--- src/rtl/core/lcnc_pkg.sv ---
`timescale 1ns / 1ps

package lcnc_pkg;

   // Binary side of the converter and the decimal digits it can produce
   localparam int BIN_BITS    = 63;
   localparam int BCD_DIGITS  = 19;
   localparam int BCD_BITS    = 4 * BCD_DIGITS;
   localparam int DD_WORD     = BCD_BITS + BIN_BITS;

   // Shift steps folded into one register stage of the converter
   localparam int DD_STEPS    = 8;
   localparam int DD_STAGES   = (BIN_BITS + DD_STEPS - 1) / DD_STEPS;

   // Digit sum grouping: four digits per group, each group at most 36
   localparam int GRP_DIGITS  = 4;
   localparam int GRP_BITS    = 6;
   localparam int SUM_BITS    = 8;
   localparam int COUNT_BITS  = 5;

   // Stages after the converter: digit scan, then sum and classify
   localparam int POST_STAGES = 2;

   localparam logic [COUNT_BITS-1:0] LEN_13 = 5'd13;
   localparam logic [COUNT_BITS-1:0] LEN_15 = 5'd15;
   localparam logic [COUNT_BITS-1:0] LEN_16 = 5'd16;

   typedef logic [DD_WORD-1:0] dd_word_type;
   typedef logic [3:0]         digit_type;

   typedef enum logic [1:0] {
      KIND_INVALID = 2'd0,
      KIND_LEAD4   = 2'd1,
      KIND_LEAD5X  = 2'd2,
      KIND_LEAD3X  = 2'd3
   } card_kind_type;

   // One double-dabble step: correct each digit that is 5 or more, then shift
   function automatic dd_word_type dd_step(input dd_word_type w);
      dd_word_type t;
      digit_type   d;
      t = w;
      for (int i = 0; i < BCD_DIGITS; i++) begin
         d = t[BIN_BITS + 4*i +: 4];
         if (d >= 4'd5) begin
            t[BIN_BITS + 4*i +: 4] = d + 4'd3;
         end
      end
      return {t[DD_WORD-2:0], 1'b0};
   endfunction

   // Doubled digit with nine taken off when it runs past nine
   function automatic digit_type luhn_double(input digit_type d);
      digit_type r;
      case (d)
         4'd0:    r = 4'd0;
         4'd1:    r = 4'd2;
         4'd2:    r = 4'd4;
         4'd3:    r = 4'd6;
         4'd4:    r = 4'd8;
         4'd5:    r = 4'd1;
         4'd6:    r = 4'd3;
         4'd7:    r = 4'd5;
         4'd8:    r = 4'd7;
         4'd9:    r = 4'd9;
         default: r = 4'd0;
      endcase
      return r;
   endfunction

   // Digit sum never exceeds 171, so compare against each multiple of ten
   function automatic logic is_mult10(input logic [SUM_BITS-1:0] s);
      logic hit;
      hit = 1'b0;
      for (int k = 0; k <= 17; k++) begin
         if (s == SUM_BITS'(10 * k)) begin
            hit = 1'b1;
         end
      end
      return hit;
   endfunction

endpackage

--- src/rtl/core/lcnc_bcd_pipe.sv ---
`timescale 1ns / 1ps

module lcnc_bcd_pipe (
   input  logic                          clock,
   input  logic                          reset,
   input  logic                          in_valid,
   input  logic [lcnc_pkg::BIN_BITS-1:0] in_number,
   output logic                          out_valid,
   output logic [lcnc_pkg::BCD_BITS-1:0] out_bcd
);

   localparam int NS = lcnc_pkg::DD_STAGES;

   lcnc_pkg::dd_word_type sr_src [NS];
   lcnc_pkg::dd_word_type sr_in  [NS];
   lcnc_pkg::dd_word_type sr_ff  [NS];
   logic                  valid_ff [NS];

   assign sr_src[0] = {{lcnc_pkg::BCD_BITS{1'b0}}, in_number};

   for (genvar k = 1; k < NS; k++) begin : g_link
      assign sr_src[k] = sr_ff[k-1];
   end

   for (genvar k = 0; k < NS; k++) begin : g_stage
      always_comb begin
         lcnc_pkg::dd_word_type w;
         w = sr_src[k];
         // the last stage runs only the steps left over
         for (int j = 0; j < lcnc_pkg::DD_STEPS; j++) begin
            if (k * lcnc_pkg::DD_STEPS + j < lcnc_pkg::BIN_BITS) begin
               w = lcnc_pkg::dd_step(w);
            end
         end
         sr_in[k] = w;
      end

      always_ff @(posedge clock) begin
         sr_ff[k] <= sr_in[k];
      end
   end

   always_ff @(posedge clock) begin
      if (reset) begin
         for (int k = 0; k < NS; k++) begin
            valid_ff[k] <= 1'b0;
         end
      end else begin
         valid_ff[0] <= in_valid;
         for (int k = 1; k < NS; k++) begin
            valid_ff[k] <= valid_ff[k-1];
         end
      end
   end

   assign out_valid = valid_ff[NS-1];
   assign out_bcd   = sr_ff[NS-1][lcnc_pkg::DD_WORD-1 -: lcnc_pkg::BCD_BITS];

endmodule

--- src/rtl/core/luhn_card_number_classifier.sv ---
`timescale 1ns / 1ps

// Card number classifier. A number beat is taken on any cycle where start is
// high and busy is low; busy is high only during reset, so one number can
// enter every cycle. Each beat gives exactly one result, a rsp_valid pulse
// of one cycle, once the number has passed the 8 binary-to-decimal converter
// stages of 8 shift steps each except the last, which runs the remaining 7,
// one digit scan stage and one sum and classify stage. Results leave in the
// order the numbers came in and the receiver must take them as they come.
// Only the lowest MAX_DIGITS decimal digits are checked.
module luhn_card_number_classifier #(
   parameter int MAX_DIGITS = 19
) (
   input  logic        clock,
   input  logic        reset,
   input  logic        start,
   output logic        busy,
   input  logic [62:0] req_card_number,
   output logic        rsp_valid,
   output logic [1:0]  rsp_card_kind,
   output logic        rsp_luhn_ok,
   output logic [4:0]  rsp_digit_count
);

   localparam int NG  = (MAX_DIGITS + lcnc_pkg::GRP_DIGITS - 1) / lcnc_pkg::GRP_DIGITS;
   localparam int LAT = lcnc_pkg::DD_STAGES + lcnc_pkg::POST_STAGES;

   logic                          take;
   logic                          bcd_valid;
   logic [lcnc_pkg::BCD_BITS-1:0] bcd;

   assign busy = reset;
   assign take = start & ~busy;

   lcnc_bcd_pipe u_bcd (
      .clock     (clock),
      .reset     (reset),
      .in_valid  (take),
      .in_number (req_card_number),
      .out_valid (bcd_valid),
      .out_bcd   (bcd)
   );

   // Scan stage: group digit sums, digit count and the two leading digits
   logic [lcnc_pkg::GRP_BITS-1:0]   grp_in [NG];
   logic [lcnc_pkg::GRP_BITS-1:0]   grp_ff [NG];
   logic [lcnc_pkg::COUNT_BITS-1:0] count_in, count_ff;
   lcnc_pkg::digit_type             lead1_in, lead1_ff;
   lcnc_pkg::digit_type             lead2_in, lead2_ff;
   logic                            scan_valid_ff;

   always_comb begin
      lcnc_pkg::digit_type d;
      lcnc_pkg::digit_type v;
      lcnc_pkg::digit_type below;
      for (int g = 0; g < NG; g++) begin
         grp_in[g] = '0;
      end
      count_in = '0;
      lead1_in = '0;
      lead2_in = '0;
      below    = '0;
      for (int i = 0; i < MAX_DIGITS; i++) begin
         d = bcd[4*i +: 4];
         v = i[0] ? lcnc_pkg::luhn_double(d) : d;
         grp_in[i >> 2] = grp_in[i >> 2] + lcnc_pkg::GRP_BITS'(v);
         if (d != 4'd0) begin
            count_in = lcnc_pkg::COUNT_BITS'(i + 1);
            lead1_in = d;
            lead2_in = below;
         end
         below = d;
      end
   end

   always_ff @(posedge clock) begin
      grp_ff   <= grp_in;
      count_ff <= count_in;
      lead1_ff <= lead1_in;
      lead2_ff <= lead2_in;
   end

   // Sum and classify stage, straight into the result registers
   logic [lcnc_pkg::SUM_BITS-1:0]   sum;
   logic                            ok_in, ok_ff;
   lcnc_pkg::card_kind_type         kind_in, kind_ff;
   logic                            rsp_valid_ff;

   always_comb begin
      sum = '0;
      for (int g = 0; g < NG; g++) begin
         sum = sum + lcnc_pkg::SUM_BITS'(grp_ff[g]);
      end
      ok_in   = lcnc_pkg::is_mult10(sum);
      kind_in = lcnc_pkg::KIND_INVALID;
      if (ok_in && count_ff != '0) begin
         if ((count_ff == lcnc_pkg::LEN_13 || count_ff == lcnc_pkg::LEN_16)
             && lead1_ff == 4'd4) begin
            kind_in = lcnc_pkg::KIND_LEAD4;
         end else if (count_ff == lcnc_pkg::LEN_16 && lead1_ff == 4'd5
                      && lead2_ff >= 4'd1 && lead2_ff <= 4'd5) begin
            kind_in = lcnc_pkg::KIND_LEAD5X;
         end else if (count_ff == lcnc_pkg::LEN_15 && lead1_ff == 4'd3
                      && (lead2_ff == 4'd4 || lead2_ff == 4'd7)) begin
            kind_in = lcnc_pkg::KIND_LEAD3X;
         end
      end
   end

   logic [lcnc_pkg::COUNT_BITS-1:0] out_count_ff;

   always_ff @(posedge clock) begin
      ok_ff        <= ok_in;
      kind_ff      <= kind_in;
      out_count_ff <= count_ff;
   end

   always_ff @(posedge clock) begin
      if (reset) begin
         scan_valid_ff <= 1'b0;
         rsp_valid_ff  <= 1'b0;
      end else begin
         scan_valid_ff <= bcd_valid;
         rsp_valid_ff  <= scan_valid_ff;
      end
   end

   assign rsp_valid       = rsp_valid_ff;
   assign rsp_card_kind   = kind_ff;
   assign rsp_luhn_ok     = ok_ff;
   assign rsp_digit_count = out_count_ff;

   a_latency: assert property (@(posedge clock) disable iff (reset)
      take |-> ##LAT rsp_valid)
      else $error("taken beat did not produce a result on time");

   a_count_range: assert property (@(posedge clock) disable iff (reset)
      rsp_valid |-> rsp_digit_count <= 5'(MAX_DIGITS))
      else $error("digit count beyond digit positions");

   a_kind_needs_ok: assert property (@(posedge clock) disable iff (reset)
      rsp_valid && rsp_card_kind != lcnc_pkg::KIND_INVALID |-> rsp_luhn_ok)
      else $error("valid kind on a failed check");

   a_lead4_len: assert property (@(posedge clock) disable iff (reset)
      rsp_valid && rsp_card_kind == lcnc_pkg::KIND_LEAD4
      |-> rsp_digit_count == lcnc_pkg::LEN_13 || rsp_digit_count == lcnc_pkg::LEN_16)
      else $error("lead four kind with wrong length");

endmodule
--- config.mk ---
export PLATFORM = sky130hd
export DESIGN_NAME = luhn_card_number_classifier
export DESIGN_NICKNAME = d
export VERILOG_FILES = /design/src/rtl/core/lcnc_pkg.sv /design/src/rtl/core/lcnc_bcd_pipe.sv /design/src/rtl/core/luhn_card_number_classifier.sv
export SDC_FILE = /design/constraint.sdc
export NUM_CORES = 2
export LEC_CHECK = 0
export ABC_AREA = 0
export BUFFER_PORTS_ARGS = -buffer_cell sky130_fd_sc_hd__buf_2
export CAP_MARGIN = 40
export CORE_MARGIN = 2
export CORE_UTILIZATION = 30
export CTS_CLUSTER_DIAMETER = 30
export DETAILED_ROUTE_END_ITERATION = 12
export PLACE_DENSITY = 0.55
export SKIP_LAST_GASP = 1
export SLEW_MARGIN = 20
export SYNTH_ARGS = -nofsm -noshare
export SYNTH_HDL_FRONTEND = slang
export SYNTH_SLANG_ARGS = --single-unit
--- constraint.sdc ---
create_clock -name clock -period 7.7 [get_ports clock]
set_clock_uncertainty 0.2 [all_clocks]
set_input_delay 1.54 -clock clock [delete_from_list [all_inputs] [get_ports clock]]
set_output_delay 1.54 -clock clock [all_outputs]
set_load 0.01 [all_outputs]
## Yosys cells after proc, flatten, opt, wreduce, memory -nomap -nowiden

Memories as Yosys holds them, arrays and structs flattened. A register that Yosys moved wholly into a read port is not among the register bits.
Cells that the tools add are included.

| storage, ports and cells | value |
|---|---|
| register bits | 52 |
| bits in writable memories | 1,064 |
| memory bits (read-only) | 576 |
| input port bits | 66 |
| output and inout bits | 10 |
| logic and storage cells | 3,421 |
| memories kept | 11 |

| cells by class | value |
|---|---|
| add/sub/neg operators | 1,091 |
| order comparisons | 1,075 |
| eq/ne operators | 25 |
| muxes and demuxes | 1,160 |
| bitwise operators | 11 |
| reductions and logical operators | 33 |

Memories:

| name | words | bits a word | rd ports | clocked after memory_dff | write ports | line | text |
|---|---|---|---|---|---|---|---|
| u_bcd.sr_ff | 8 | 132 | 8 | 0 | 8 | lcnc_bcd_pipe.sv:16 | `lcnc_pkg::dd_word_type sr_ff [NS];` |
| (name not given) | 16 | 4 | 1 | 0 | 0 | lcnc_pkg.sv:55 | `case (d)` |
| (name not given) | 16 | 4 | 1 | 0 | 0 | lcnc_pkg.sv:55 |  |
| (name not given) | 16 | 4 | 1 | 0 | 0 | lcnc_pkg.sv:55 |  |
| (name not given) | 16 | 4 | 1 | 0 | 0 | lcnc_pkg.sv:55 |  |
| (name not given) | 16 | 4 | 1 | 0 | 0 | lcnc_pkg.sv:55 |  |
| 5 more memories | - | - | - | - | - | - |  |

Operators by type and width:

| kind | count |
|---|---|
| >= comparator 4 x 3 -> 1 bit (second input constant) | 1,066 |
| two-way mux 4 bit | 1,048 |
| adder 4 x 2 -> 4 bit (second input constant) | 1,011 |
| two-way mux 3 bit | 62 |
| adder 3 x 2 -> 3 bit (second input constant) | 55 |
| nonzero test 4 bit | 19 |
| two-way mux 5 bit | 14 |
| equality test 8 x 7 -> 1 bit (second input constant) | 6 |
| equality test 8 bit (second input constant) | 5 |
| two-way mux 1 bit | 32 |
| adder 5 x 4 -> 6 bit | 5 |
| adder 4 x 4 -> 5 bit | 5 |
| adder 6 x 4 -> 6 bit | 4 |
| equality test 8 x 6 -> 1 bit (second input constant) | 3 |
| adder 1 x 2 -> 3 bit (both inputs constant) | 6 |
| >= comparator 1 x 3 -> 1 bit (both inputs constant) | 6 |
| adder 8 x 6 -> 8 bit | 2 |
| equality test 4 x 3 -> 1 bit (second input constant) | 4 |
| equality test 8 x 5 -> 1 bit (second input constant) | 2 |
| equality test 5 x 4 -> 1 bit (second input constant) | 2 |
| adder 7 x 6 -> 8 bit | 1 |
| equality test 8 x 4 -> 1 bit (second input constant) | 1 |
| logical NOT 8 bit | 1 |
| two-way mux 2 bit | 4 |
| 15 further kinds | 31 |

## Depth between registers and ports, before layout

| logic depth | value |
|---|---|
| depth in word-level cells | 26 |
| mapped depth | 38 |
| mapped depth without buffers | 38 |

## By module

Synthesis repeated with hierarchy kept, for this count alone.

| second synthesis, totals | value |
|---|---|
| cell total of the unflattened synthesis | 12,206 |
| area, all modules | 90,555.6 sq um |

Modules (own cells, without submodules):

| module | instances | cells an instance | area an instance (sq um) | seq. area each (sq um) |
|---|---|---|---|---|
| lcnc_bcd_pipe | 1 | 11,449 | 84,483.5 | 11,911.4 |
| luhn_card_number_classifier | 1 | 757 | 6,072.1 | 1,061.0 |

## Least setup slack after synthesis

No wires, ideal clock.

| path | value |
|---|---|
| path kind | register -> register |
| from | memory u_bcd.sr_ff[0][192] (netlist bit) |
| to | memory u_bcd.sr_ff[1][64] (netlist bit) |
| setup time | 115 ps |
| data arrival time | 6,382 ps |
| data required time | 7,385 ps |
| path slack | 1,003 ps |
| cell stages (with the launch flop) | 30 |
| buffers on the path | 2 |
| clock period less this slack | 6,697 ps |
| cell sequence | dfxtp_1 -> inv_1 -> ha_1 -> and2b_1 -> o21ai_0 -> o21ai_0 -> a21oi_1 -> inv_1 -> ha_1 -> a21boi_1 -> or2_1 -> o41a_1 -> and2_1 -> ha_1 -> a21oi_1 -> a31o_2 -> clkbuf_1 -> o21ai_0 -> a21oi_1 -> ha_1 -> maj3_1 -> a22o_1 -> o21ai_2 -> clkbuf_1 -> ha_1 -> o21ai_1 -> a21boi_2 -> mux2i_1 -> mux2i_1 -> a2111oi_0 |

RTL lines:

| what | line |
|---|---|
| start, declared | lcnc_bcd_pipe.sv:16 |

==> impl.org <==
** Logic synthesis
- Averaged over all synthesized cells, the footprint is 7.31 sq um.
- For this run, the register share of the synthesized area comes to 0.148.
- Fraction of registers with async set/reset :: 0
- Prevailing post-synth register cell :: sky130_fd_sc_hd__dfxtp_1
- The cell area that synthesis handed to floorplanning was 87800 sq um.
- Synthesized flop and latch total :: 648
- Yosys warnings :: 0
- The number of nets in the synthesized netlist is 12900.
- Cell types occupying the most area after synthesis :: sky130_fd_sc_hd__dfxtp_1 15%, sky130_fd_sc_hd__ha_1 11%, sky130_fd_sc_hd__a21oi_1 5.9%
- In this run, synthesis inferred 0 flip-flops with an integrated enable.
- In the synthesized netlist, the number of instances is 12000.
- Fraction of post-synthesis cell area in the top cell type by area :: 0.148
- Summed over all instances, the cell type with the most area after synthesis is sky130_fd_sc_hd__dfxtp_1.
- Number of different library cells in the post-synthesis netlist :: 143

** Critical path
- Number of cells on the worst reg-to-reg path :: 30
- Buffering stage count on the worst path with inverters included :: 4
- Kind of cell adding the most delay to the critical path :: compound AO/OA/AOI/OAI gates
- Stages on worst setup path :: 30
- STA puts the critical path data arrival time at 7.53 ns.
- Crit path required time :: 8.12 ns
- Type of the worst setup path :: reg2reg
- Endpoint class of the critical path :: flip-flop
- On the worst path, the slowest cell contributes a delay of 0.58 ns.
- The worst setup path is launched from a flip-flop.
- Of all nets on the critical path, the largest fanout is 11.
- Master of the slowest instance on the critical path :: sky130_fd_sc_hd__a2111oi_1
- Most used cell, CP :: sky130_fd_sc_hd__ha_1

** Finish
- Of the cells placed in the final design, the portion with a size suffix greater than 1 is 0.0909.
- In the final design database the tool counted 13000 nets.
- The finished cells cover 98900 sq um.
- From synthesis to final layout, the design area changed by 12.6%.

** Timing
- The worst path in the final design needs a cycle of 7.11 ns, including I/O delays and setup.
- For the final routed database, the setup TNS stands at 0 ns.
- Transition time at the pin with the least slew margin :: 0.929 ns
- Final period utilization :: 0.923
- Setup repair after global routing left no endpoint under its margin.
- The tightest hold path in the finished design has a slack of 0.103 ns.
- The hold violation count in the final report came to 0.
- Fmax :: 141 MHz
- Once routing completed, OpenROAD measured the worst setup slack at 0.592 ns.
- Setup violations remaining at the end of the flow were counted as 0.
- Remaining max-slew budget at the tightest pin :: 0.375
- Slew Limit Fails :: 0

** Place
- In this run the cell area measured after placement is 92600 sq um.
- At the placement stage, the worst setup path has a slack of 0.526 ns.
- RePlAce Congestion :: 0.799
- Detailed-placement wirelength estimate :: 134000 um
- Number of port buffers :: 75

** Floorplanning
- Die span in y :: 545 um
- In this run the core area contains 198 standard-cell rows.
- Core Area :: 291000 sq um
- The die covers 297000 sq um.
- Initial core utilization :: 0.302
- Die W :: 545 um
- Num ports :: 76

** Hold path
- Worst min-delay path category :: reg2reg
- The worst hold path passes through 0 cells.

** Clocking
- CTS Buf Count :: 179
- Number of buffers inserted by hold repair at cts :: 0
- The H-tree was split into 4 levels.
- The longest clock path from root to sink contains 4 buffers.
- Clock-pin slew was measured on the worst setup and hold paths at 0.05 ns.
- For this design, the sink count on the clock tree is 648.
- TritonCTS built the clock tree.
- For the worst-skew pair, the clock arrives at the later sink with an insertion delay of 0.82 ns.
- The tree is rooted in a sky130_fd_sc_hd__clkbuf_16.

** Route
- Wire per inst :: 10.9 um
- Across all layers, the routed design uses 81800 vias.
- Routed vias/inst :: 5.07
- In the routed design, unresolved DRC markers number 0.
- Count of antenna-violating nets left after detailed routing :: 0
- Before antenna repair, the detailed router went through 6 iterations.
- Number of DRC violations after detailed-routing iteration 0 :: 3654
- The routed design has 176000 um of wire.

** Global route
- The via count of the first global-routing pass came to 72800.
- Entering global routing, the biggest net connects 26 pins.
- Antenna violations before repair :: 1
- The first global-routing pass estimated 313000 um of wire.
- Total gr overflow :: 0
- For this run, the total global-route usage over all layers was measured as 0.114.

** Status
- Status :: finished clean

** Job
- Number of violations of the max-capacitance limit :: 0
-- synth_stat cells (103+ instances only) --
master,number
sky130_fd_sc_hd__a21o_1,177
sky130_fd_sc_hd__o21bai_1,132
sky130_fd_sc_hd__mux2i_1,515
sky130_fd_sc_hd__nand2b_1,270
sky130_fd_sc_hd__o21a_1,181
sky130_fd_sc_hd__nand3_1,209
sky130_fd_sc_hd__or3_1,103
sky130_fd_sc_hd__or2_2,156
sky130_fd_sc_hd__nand2_1,864
sky130_fd_sc_hd__o211ai_1,180
sky130_fd_sc_hd__inv_1,1040
sky130_fd_sc_hd__dfxtp_1,648
sky130_fd_sc_hd__ha_1,739
sky130_fd_sc_hd__nor2b_1,217
sky130_fd_sc_hd__a21oi_1,1037
sky130_fd_sc_hd__o21ai_0,925
sky130_fd_sc_hd__nor3_1,274
sky130_fd_sc_hd__a211oi_1,214
sky130_fd_sc_hd__nor2_1,1017
sky130_fd_sc_hd__a31oi_1,163
sky130_fd_sc_hd__mux2_2,243
sky130_fd_sc_hd__o21ai_1,110
sky130_fd_sc_hd__o22ai_1,109
sky130_fd_sc_hd__xor2_1,103
sky130_fd_sc_hd__xnor2_1,383
sky130_fd_sc_hd__and2_1,140
sky130_fd_sc_hd__clkbuf_1,191
-- cells in the final DEF (no fill, tap or decap), types with 209 or more instances in the layout --
cell,count
sky130_fd_sc_hd__a21oi_1,1034
sky130_fd_sc_hd__nand3_1,209
sky130_fd_sc_hd__xnor2_1,376
sky130_fd_sc_hd__nor3_1,273
sky130_fd_sc_hd__ha_1,739
sky130_fd_sc_hd__a211oi_1,213
sky130_fd_sc_hd__nor2_1,1017
sky130_fd_sc_hd__nand2_1,864
sky130_fd_sc_hd__dfxtp_1,648
sky130_fd_sc_hd__mux2_2,243
sky130_fd_sc_hd__nor2b_1,217
sky130_fd_sc_hd__inv_1,1040
sky130_fd_sc_hd__nand2b_1,270
sky130_fd_sc_hd__o21ai_0,917
sky130_fd_sc_hd__mux2i_1,515
-- flip-flops by register name (all words and copies together) (netlist names), 2 cells and up --
signal	flops
rsp_digit_count	5
lead2_ff	4
u_bcd.valid_ff	8
rsp_card_kind	2
lead1_ff	4
u_bcd.sr_ff	587
grp_ff	30
count_ff	5
-- through the flow --
stage          utilization  instances
2_1_floorplan            -      12000
3_3_place_gp         0.318      15800
3_5_place_dp         0.318      15800
4_1_cts              0.339      16100
5_1_grt              0.340      16100
6_report             0.340      16100
-- cells by family (layout without fill, tap and decap cells) --
logic type | after synthesis | after routing | synth area share
flops | 648 | 648 | 0.148
fa+ha+maj | 814 | 814 | 0.120
buf+inv | 1285 | 1524 | 0.0557
xor+xnor | 508 | 508 | 0.0530
compound gates | 4307 | 4307 | 0.326
other cells | 0 | 1 | 0
simple gates | 3675 | 3675 | 0.206
mux | 770 | 770 | 0.0918
-- path summary, 6_finish.rpt --
kind / start / end / slack (ns)
worst max register to register: u_bcd.sr_ff[1][192] / u_bcd.sr_ff[2][78] / 0.59
worst min register to register: u_bcd.sr_ff[2][34] / u_bcd.sr_ff[2][174] / 0.10
worst max-delay path: u_bcd.sr_ff[1][192] / u_bcd.sr_ff[2][78] / 0.59
worst min-delay path: u_bcd.sr_ff[2][34] / u_bcd.sr_ff[2][174] / 0.10
-- metal layers --
| layer | part of all wire | GRT usage |
|---|---|---|
| met1 | 0.53 | 0.159 |
| met3 | 0.029 | 0.0163 |
| met4 | 0.017 | 0.0266 |
| met5 | 0 | 0 |
| met2 | 0.42 | 0.182 |
-- layout make-up --
class	count	area (sq um)
fill	30700	192000
multi-input combinational	10100	70100
sequential	648	13000
clock buffer	239	5080
tap	3900	4880
inverter	1051	3950
clock inverter	85	1030
timing repair buffer	149	910
antenna	1	2.50
-- worst reg2reg max path: cells and delay by family (launching register included) --
family	cells	cell delay, ns
muxes	2	0.43
adders and majority gates	4	0.82
xor gates and xnor gates	1	0.17
and+or+nand+nor	10	2.20
AOI/OAI and AO/OA	9	2.30
buffers and inverters	4	0.37
DFF	1	0.43
-- what timing repair did --
action,4_1_cts,5_1_grt
endpoints found under the hold margin,0,0
endpoints found under the setup margin,0,54
buffers inserted,0,1
gates resized for setup,0,33
Power is not shown: default switching activity piles up to over one toggle a cycle in this logic, so the estimate is an artifact.
